### config.mk
export PLATFORM = sky130hd
export DESIGN_NAME = qpht_ctrl
export DESIGN_NICKNAME = d
export VERILOG_FILES = /design/src/design/qpht_pkg.sv /design/src/design/qpht_ctrl.sv
export SDC_FILE = /design/constraint.sdc
export NUM_CORES = 1
export LEC_CHECK = 0
export ABC_AREA = 1
export BUFFER_PORTS_ARGS = -buffer_cell sky130_fd_sc_hd__buf_2
export CORE_AREA = 3 3 40 42
export DETAILED_ROUTE_END_ITERATION = 8
export DIE_AREA = 0 0 43 45
export GPL_ROUTABILITY_DRIVEN = 1
export GPL_TIMING_DRIVEN = 0
export HOLD_SLACK_MARGIN = 0.02
export SYNTH_ARGS = -nofsm -noshare
export SYNTH_HDL_FRONTEND = slang
export SYNTH_SLANG_ARGS = --single-unit
### constraint.sdc
create_clock -name clk_i -period 2.3 [get_ports clk_i]
set_input_delay 0.115 -clock clk_i [delete_from_list [all_inputs] [get_ports clk_i]]
set_output_delay 0.115 -clock clk_i [all_outputs]
set_load 0.02 [all_outputs]
### src/design/qpht_pkg.sv
`timescale 1ns / 1ps
// ----------------------------------------------------------------------------
// qpht_pkg
// Shared types and constants of the quadratic probing hash table.
// ----------------------------------------------------------------------------
package qpht_pkg;

  localparam int unsigned MAX_SLOTS_DEF    = 1024;
  localparam int unsigned SIZE_W           = 10;
  localparam int unsigned KEY_W            = 32;
  localparam int unsigned VAL_W            = 32;
  localparam int unsigned DIV_CNT_W        = 5;
  localparam logic [SIZE_W-1:0] RESET_TABLE_SIZE = 10'd11;
  localparam logic [SIZE_W-1:0] MIN_TABLE_SIZE   = 10'd3;

  typedef enum logic [1:0] {
    RES_STORED  = 2'd0,
    RES_FOUND   = 2'd1,
    RES_MISSING = 2'd2,
    RES_FULL    = 2'd3
  } res_e;

  typedef enum logic [2:0] {
    ST_CLEAR,
    ST_IDLE,
    ST_DIV,
    ST_FIX,
    ST_RD,
    ST_CHK,
    ST_DONE
  } state_e;

  typedef struct packed {
    logic occ;
    logic [KEY_W-1:0] key;
    logic [VAL_W-1:0] val;
  } entry_t;

  typedef struct packed {
    logic clr_we;
    logic load;
    logic div_step;
    logic fix;
    logic rd;
    logic adv;
    logic wr;
    logic set_res;
    res_e res;
    logic out_load;
  } cmd_t;

  typedef struct packed {
    logic clr_last;
    logic div_last;
    logic mode_get;
    logic full;
    logic empty;
    logic match;
    logic last_probe;
    logic out_free;
  } sts_t;

endpackage

### src/design/qpht_ctrl.sv
`timescale 1ns / 1ps
// ----------------------------------------------------------------------------
// qpht_ctrl
// Sequencer for clearing, home slot division and the probe walk.
// ----------------------------------------------------------------------------
module qpht_ctrl import qpht_pkg::*; (
  input  logic clk_i,
  input  logic rst_ni,
  input  logic in_valid_i,
  output logic in_ready_o,
  input  sts_t sts_i,
  output cmd_t cmd_o
);

  state_e state_q, state_d;

  always_ff @(posedge clk_i or negedge rst_ni) begin
    if (!rst_ni) begin
      state_q <= ST_CLEAR;
    end else begin
      state_q <= state_d;
    end
  end

  always_comb begin
    state_d = state_q;
    unique case (state_q)
      ST_CLEAR: if (sts_i.clr_last) state_d = ST_IDLE;
      ST_IDLE:  if (in_valid_i) state_d = ST_DIV;
      ST_DIV:   if (sts_i.div_last) state_d = ST_FIX;
      ST_FIX: begin
        if (!sts_i.mode_get && sts_i.full) state_d = ST_DONE;
        else state_d = ST_RD;
      end
      ST_RD: state_d = ST_CHK;
      ST_CHK: begin
        if (sts_i.empty || (sts_i.mode_get && sts_i.match) || sts_i.last_probe) begin
          state_d = ST_DONE;
        end else begin
          state_d = ST_RD;
        end
      end
      ST_DONE: if (sts_i.out_free) state_d = ST_IDLE;
      default: state_d = ST_IDLE;
    endcase
  end

  always_comb begin
    cmd_o = '0;
    cmd_o.res = RES_STORED;
    in_ready_o = 1'b0;
    unique case (state_q)
      ST_CLEAR: cmd_o.clr_we = 1'b1;
      ST_IDLE: begin
        in_ready_o = 1'b1;
        cmd_o.load = in_valid_i;
      end
      ST_DIV: cmd_o.div_step = 1'b1;
      ST_FIX: begin
        cmd_o.fix = 1'b1;
        if (!sts_i.mode_get && sts_i.full) begin
          cmd_o.set_res = 1'b1;
          cmd_o.res = RES_FULL;
        end
      end
      ST_RD: cmd_o.rd = 1'b1;
      ST_CHK: begin
        if (sts_i.mode_get) begin
          if (sts_i.empty) begin
            cmd_o.set_res = 1'b1;
            cmd_o.res = RES_MISSING;
          end else if (sts_i.match) begin
            cmd_o.set_res = 1'b1;
            cmd_o.res = RES_FOUND;
          end else if (sts_i.last_probe) begin
            cmd_o.set_res = 1'b1;
            cmd_o.res = RES_MISSING;
          end else begin
            cmd_o.adv = 1'b1;
          end
        end else begin
          if (sts_i.empty) begin
            cmd_o.wr = 1'b1;
            cmd_o.set_res = 1'b1;
            cmd_o.res = RES_STORED;
          end else if (sts_i.last_probe) begin
            cmd_o.set_res = 1'b1;
            cmd_o.res = RES_FULL;
          end else begin
            cmd_o.adv = 1'b1;
          end
        end
      end
      ST_DONE: cmd_o.out_load = sts_i.out_free;
      default: cmd_o = '0;
    endcase
  end

endmodule

After elaboration in Yosys (flattened, before gate mapping)
Cells that the tools add are included.

Register bits after elaboration: 3. Logic and storage cells: 48. Input bits: 11.

Eq/ne operators: 10. Multiplexer cells: 30. Reductions and logical operators: 7.

Operators with widths (count): 2-to-1 mux 3 bit (11); case mux 3 bit (7 select lines) (1); 2-to-1 mux 1 bit (14); equality test 3 bit (second input constant) (3); inequality test 2 bit (second input constant) (4); equality test 3 x 2 -> 1 bit (second input constant) (2); 2-to-1 mux 2 bit (3); case mux 3 bit (2 select lines) (1); AND reduction 4 bit (1); equality test 3 x 1 -> 1 bit (second input constant) (1); logical NOT 3 bit (1); logical AND 1 bit (2); logical OR 1 bit (2); logical NOT 1 bit (1).

Depth between registers and ports, before layout
Gate-level depths: netlist of run 1.

Depth in word-level cells: 5. Gate-level depth with buffers: 7. Mapped depth without buffers: 7.

Worst setup path after synthesis of run 1
No wires, ideal clock.

Path kind: register to output. Start point: register state_q[1]. End point: output cmd_o[1] (netlist name). Stages on the path, launching flop included: 7. Path slack: 936 ps. Data required time: 2185 ps. Arrival time: 1249 ps. Path through: dfrtp_1 -> nand2_1 -> nor2_2 -> nand2_2 -> o21ai_2 -> inv_1 -> nor2_1.

RTL lines: start, declared (RTL line qpht_ctrl.sv:15) `state_e state_q, state_d;`; start signal, assigned (RTL line qpht_ctrl.sv:21) `state_q <= state_d;`; end, declared (RTL line qpht_ctrl.sv:12) `output cmd_t cmd_o`.

==> flow_metrics.py, run 1 <==
metrics = {
    "outcome": {
        "status": "finished, final reports clean",
    },
    "setup_path": {
        "cp_top_family": "flip-flops",
        "cp_num_cells": 6,
        "slowest_stage": "dfrtp_1",
        "worstSetupPathType": "flip-flop to output port",
        "crit_path_max_fanout": 7,
        "r2r_slack_ns": 1.06,
        "startpoint_type": "flip-flop",
        "path_buf_inv": 3,
        "cp_cell_sequence": "inv_2 > nand3_1 > o21ai_2 > inv_1 > nor2_1 > buf_2",
        "setup.worst_path.end": "cmd_o[2]",
        "critPathLaunch": "state_q[1]$_DFFE_PN0P_",
        "r2r-start": "state_q[1]$_DFFE_PN0P_",
        "reg2reg_to": "state_q[0]$_DFFE_PN0P_",
        "cp_data_required_time_ns": 2.18,
        "worst_r2r_path_depth": 6,
        "arrival_ns": 1.40,
        "end_kind": "output port",
        "max_stage_delay_ns": 0.43,
    },
    "finish": {
        "design_area_um2": 513,
        "syn_to_final_growth_pct": 47.5,
        "n_fill_cell": 154,
        "layout-drive-gt1-share": 0.333,
        "reg.largest.list": "state_q (3)",
        "final_common_cell": "buf_2",
        "mostFrequentLayoutCells": "buf_2, nand2_1, inv_1",
        "nNetsFinal": 103,
        "seq_area_um2": 75.1,
        "regMostFlops": "state_q",
        "multi_input_area_um2": 216,
        "n_antenna_cell": 0,
        "largest_reg_flops": 3,
        "finalCoreUtilization": 0.399,
    },
    "sta": {
        "setup_viol": 0,
        "period_minus_slack_ns": 1.52,
        "fin_setup_tns_ns": 0,
        "tightest_slew_ns": 0.221,
        "slew_viol_final": 0,
        "worst_slack_ns": 0.781,
        "finalCritPeriodShare": 0.660,
        "timing.fmax_mhz": 658,
        "finalClockSkew_ns": 0.00785,
        "rsz0062_at_grt": "no",
        "hold_viol": 0,
        "slew_headroom": 0.851,
    },
    "synthesis": {
        "yosys_warnings": 0,
        "synthesis.area_um2": 348,
        "ys_types": 17,
        "synth_fp_nets": 75,
        "yosys.area.top_type": "dfrtp_1",
        "synth_area_per_cell_um2": 5.52,
        "syn-instance-count": 63,
        "ys_ff_latch": 3,
        "yosysTopAreaCellShare": 0.216,
        "synthTopCellsByArea": "dfrtp_1, inv_1, nand2_1, nor2_1, nand3_1",
        "synth_seq_area_share": 0.216,
    },
    "placed_design": {
        "io_buffers": 22,
        "dp_hpwl_um": 766,
        "place.gp.congestion": 0.771,
        "dp_slack_ns": 1.02,
        "place_area_um2": 477,
    },
    "clock_tree": {
        "numCtsBuffers": 3,
        "insertion_delay_ns": 0.23,
        "cts_tree": "yes",
        "h-tree-depth": 1,
        "cts.path.max_buffers": 2,
        "cts_root_buf": "clkbuf_4",
        "cts_resized": 0,
        "clkTransAtPathRegs_ns": 0.04,
        "clock-sinks": 3,
    },
    "global_route": {
        "grt.total_usage": 0.103,
        "antenna_found_initial": 0,
        "grtUsageMet1": 0.140,
        "grt_busiest_layer": "met2",
        "grt_max_degree": 8,
        "first_global_vias": 378,
        "grt_pass1_wl_um": 1520,
        "globalRouteMet3Util": 0.0398,
        "use_met2": 0.150,
        "grt_overflow": 0,
    },
    "detailed_routing": {
        "route.detailed.drc": 0,
        "wire_per_inst_um": 8.82,
        "viasPerCell": 4.31,
        "vias": 453,
        "finalWirelength_um": 926,
        "drtIter0Drc": 8,
        "antenna_left": 0,
        "firstDrtPassIters": 4,
    },
    "pwr": {
        "fin_total_pwr_uw": 521,
        "powerDensity_nw_per_um2": 1020,
        "leakagePower_nw": 0.351,
        "max-vdd-ir-drop_mv": 0.486,
    },
    "floorplan": {
        "die_area_um2": 1940,
        "die_y_um": 45,
        "die_w_um": 43,
        "io_pins": 23,
        "coreArea_um2": 1280,
        "rows": 13,
        "start_util": 0.271,
    },
    "worst_hold_path": {
        "hp-class": "primary input to async pin",
    },
    "job": {
        "maxCapViolCount": 0,
    },
}
==> metrics by stage <==
step                      instances  hold slack, ns
after global routing            105           0.224
final                           105           0.212
after detailed placement        100         -0.0878
after floorplan                  63          -0.181
after global placement          100         -0.0903
after CTS                       105           0.208
==> final cells by class <==
type | count | share of cell area
clock buffers | 4 | 0.0512
inverters | 15 | 0.110
multi-input cells | 45 | 0.422
flip-flops and latches | 3 | 0.146
well taps | 15 | 0.0366
repair buffers | 23 | 0.234
==> cells in the mapped netlist <==
library cell,count
inv_1,13
nand2_1,13
nor2_1,11
nand3_1,5
a21oi_1,3
dfrtp_1,3
nand4_1,3
inv_2,2
o21ai_1,2
ha_1,1
nand2_2,1
nand3b_1,1
nor2_2,1
nor3_1,1
nor4_1,1
o21ai_0,1
o21ai_2,1
==> cell families (layout without fill, tap and decap cells) <==
kind of cell | after synthesis | in the layout | share of synthesized area
DFF | 3 | 3 | 0.216
adders and majority gates | 1 | 1 | 0.0360
AOI/OAI and AO/OA | 7 | 7 | 0.111
and+or+nand+nor | 37 | 37 | 0.475
buffers and inverters | 15 | 42 | 0.162
==> power breakdown <==
group          switching, mW  internal, mW  total (mW)
clock network         0.0290        0.0652      0.0941
logic                  0.212         0.108       0.320
registers             0.0342        0.0734       0.108
total                  0.275         0.247       0.521
==> routing by layer <==
metal,vias up,part of all wire
met4,0,0
met1,188,0.45
met3,0,0.052
li1,252,-
met5,-,0
met2,13,0.49
==> worst min-delay path by stage <==
| stage | startpoint | endpoint | depth (start not counted) | slack [ns] |
|---|---|---|---|---|
| floorplan | rst_ni | state_q[0]$_DFFE_PN0P_ | 0 | -0.18 |
| global placement | rst_ni | state_q[2]$_DFFE_PN0P_ | 1 | -0.09 |
| detailed placement | rst_ni | state_q[0]$_DFFE_PN0P_ | 1 | -0.09 |
| CTS | rst_ni | state_q[2]$_DFFE_PN0P_ | 2 | 0.21 |
| global route | rst_ni | state_q[2]$_DFFE_PN0P_ | 2 | 0.22 |
| finish | rst_ni | state_q[2]$_DFFE_PN0P_ | 2 | 0.21 |
==> repair_timing <==
action,4_1_cts,5_1_grt
hold endpoints to repair,3,0
hold buffers,1,0
buffers inserted,0,0
Note: power is estimated with default switching activity, not from simulation.
==> inputs of run 2 (changes only) <==
Clock period 2.3 ns to 1.55 ns, I/O delays scaled along.
==> flow_metrics.py, run 2 (synthesis gave the netlist of run 1 again) <==
metrics = {
    "clock_tree": {
        "numCtsBuffers": 3,
        "cts.path.max_buffers": 2,
        "insertion_delay_ns": 0.24,
        "h-tree-depth": 1,
        "clock-sinks": 3,
        "post-cts-setup-buffer-count": 0,
        "clkTransAtPathRegs_ns": 0.04,
        "cts_root_buf": "clkbuf_4",
        "cts_tree": "yes",
    },
    "global_route": {
        "grt_pass1_wl_um": 1520,
        "first_global_vias": 378,
        "grt_overflow": 0,
        "grt.total_usage": 0.103,
        "antenna_found_initial": 0,
        "grt_max_degree": 8,
    },
    "finish": {
        "layout-drive-gt1-share": 0.367,
        "design_area_um2": 520,
        "reg.largest.list": "state_q (3)",
        "final_common_cell": "buf_2",
        "mostFrequentLayoutCells": "buf_2, nand2_1, inv_1",
        "stdcell_count": 105,
        "nNetsFinal": 103,
        "finalCoreUtilization": 0.405,
        "largest_reg_flops": 3,
        "n_antenna_cell": 0,
        "syn_to_final_growth_pct": 49.6,
        "regMostFlops": "state_q",
    },
    "detailed_routing": {
        "wl_met2_um": 465,
        "vias": 450,
        "wl_met1_um": 406,
        "finalWirelength_um": 927,
        "route.detailed.drc": 0,
        "drtIter0Drc": 10,
        "wl_met3_um": 56,
        "antenna_left": 0,
        "viasPerCell": 4.29,
        "wire_per_inst_um": 8.83,
        "firstDrtPassIters": 4,
        "top_layer": "met3",
    },
    "placed_design": {
        "place_area_um2": 477,
        "dp_hpwl_um": 766,
        "io_buffers": 22,
        "place.gp.congestion": 0.771,
        "place_inst": 100,
        "dp_slack_ns": 0.310,
    },
    "setup_path": {
        "cp_data_required_time_ns": 1.47,
        "r2r_slack_ns": 0.34,
        "arrival_ns": 1.33,
        "crit_path_max_fanout": 7,
        "end_kind": "output port",
        "reg2reg_to": "state_q[0]$_DFFE_PN0P_",
        "startpoint_type": "flip-flop",
        "worst_r2r_path_depth": 6,
        "r2r-start": "state_q[2]$_DFFE_PN0P_",
        "critPathLaunch": "state_q[1]$_DFFE_PN0P_",
        "worstSetupPathType": "flip-flop to output port",
        "setup.worst_path.end": "cmd_o[2]",
    },
    "sta": {
        "period_minus_slack_ns": 1.41,
        "finalClockSkew_ns": 0.00554,
        "rsz0062_at_grt": "no",
        "hold_viol": 0,
        "tightest_slew_ns": 0.235,
        "slew_headroom": 0.844,
        "slew_viol_final": 0,
        "worst_slack_ns": 0.138,
        "finalCritPeriodShare": 0.911,
        "timing.fmax_mhz": 708,
        "setup_viol": 0,
        "fin_setup_tns_ns": 0,
    },
    "pwr": {
        "powerDensity_nw_per_um2": 1510,
        "leakagePower_nw": 0.349,
        "max-vdd-ir-drop_mv": 0.738,
    },
    "floorplan": {
        "io_pins": 23,
        "start_util": 0.271,
        "die_w_um": 43,
        "die_area_um2": 1940,
        "coreArea_um2": 1280,
        "rows": 13,
        "die_y_um": 45,
    },
    "outcome": {
        "status": "finished, final reports clean",
    },
    "job": {
        "maxCapViolCount": 0,
    },
    "worst_hold_path": {
        "hp-class": "primary input to async pin",
    },
}
run 2: changes by cell type in the layout (fill, tap and decap cells not counted):
cell	delta
dfrtp_1	-2
dfrtp_2	+2
nand3_1	-1
nand3_2	+1
run 2: final cells by class:
class	instances	area (um^2)
fill	151	764
multi-input combinational	45	221
clock buffer	4	26.3
timing repair buffer	23	120
inverter	15	56.3
tap	15	18.8
sequential	3	77.6
run 2: worst min-delay path by stage:
stage	endpoint	depth (start not counted)	startpoint
final	state_q[2]$_DFFE_PN0P_	2	rst_ni
after global routing	state_q[2]$_DFFE_PN0P_	2	rst_ni
after CTS	state_q[2]$_DFFE_PN0P_	2	rst_ni
after detailed placement	state_q[0]$_DFFE_PN0P_	1	rst_ni
after global placement	state_q[2]$_DFFE_PN0P_	1	rst_ni
after floorplan	state_q[0]$_DFFE_PN0P_	0	rst_ni
run 2: worst max-delay path, stage by stage (launching register included):
cell,delay (ns)
dfrtp_2,0.43
inv_2,0.11
nand3_2,0.11
o21ai_2,0.14
inv_1,0.05
nor2_1,0.08
buf_2,0.17
run 2: metal layers:
metal / track usage / vias to the layer above
li1: - / 252
met2: 0.150 / 15
met1: 0.140 / 183
met4: 0.0361 / 0
met3: 0.0398 / 0
met5: 0 / -
run 2: report_power, final:
group	internal, mW	leakage [nW]	switching (mW)
Combinational	0.162	0.298	0.316
Sequential	0.114	0.0360	0.0513
Clock	0.0967	0.0150	0.0437
run 2: metrics by stage:
step	hold WS, ns	power [mW]
floorplan	-0.218	0.496
global placement	-0.128	0.629
detailed placement	-0.125	0.632
CTS	0.170	0.777
global route	0.186	0.872
finish	0.170	0.783
run 2: repair_timing:
item,in CTS,in global routing
endpoints found under the setup margin,0,2
hold buffers,1,0
endpoints found under the hold margin,3,0
resized for setup,0,3
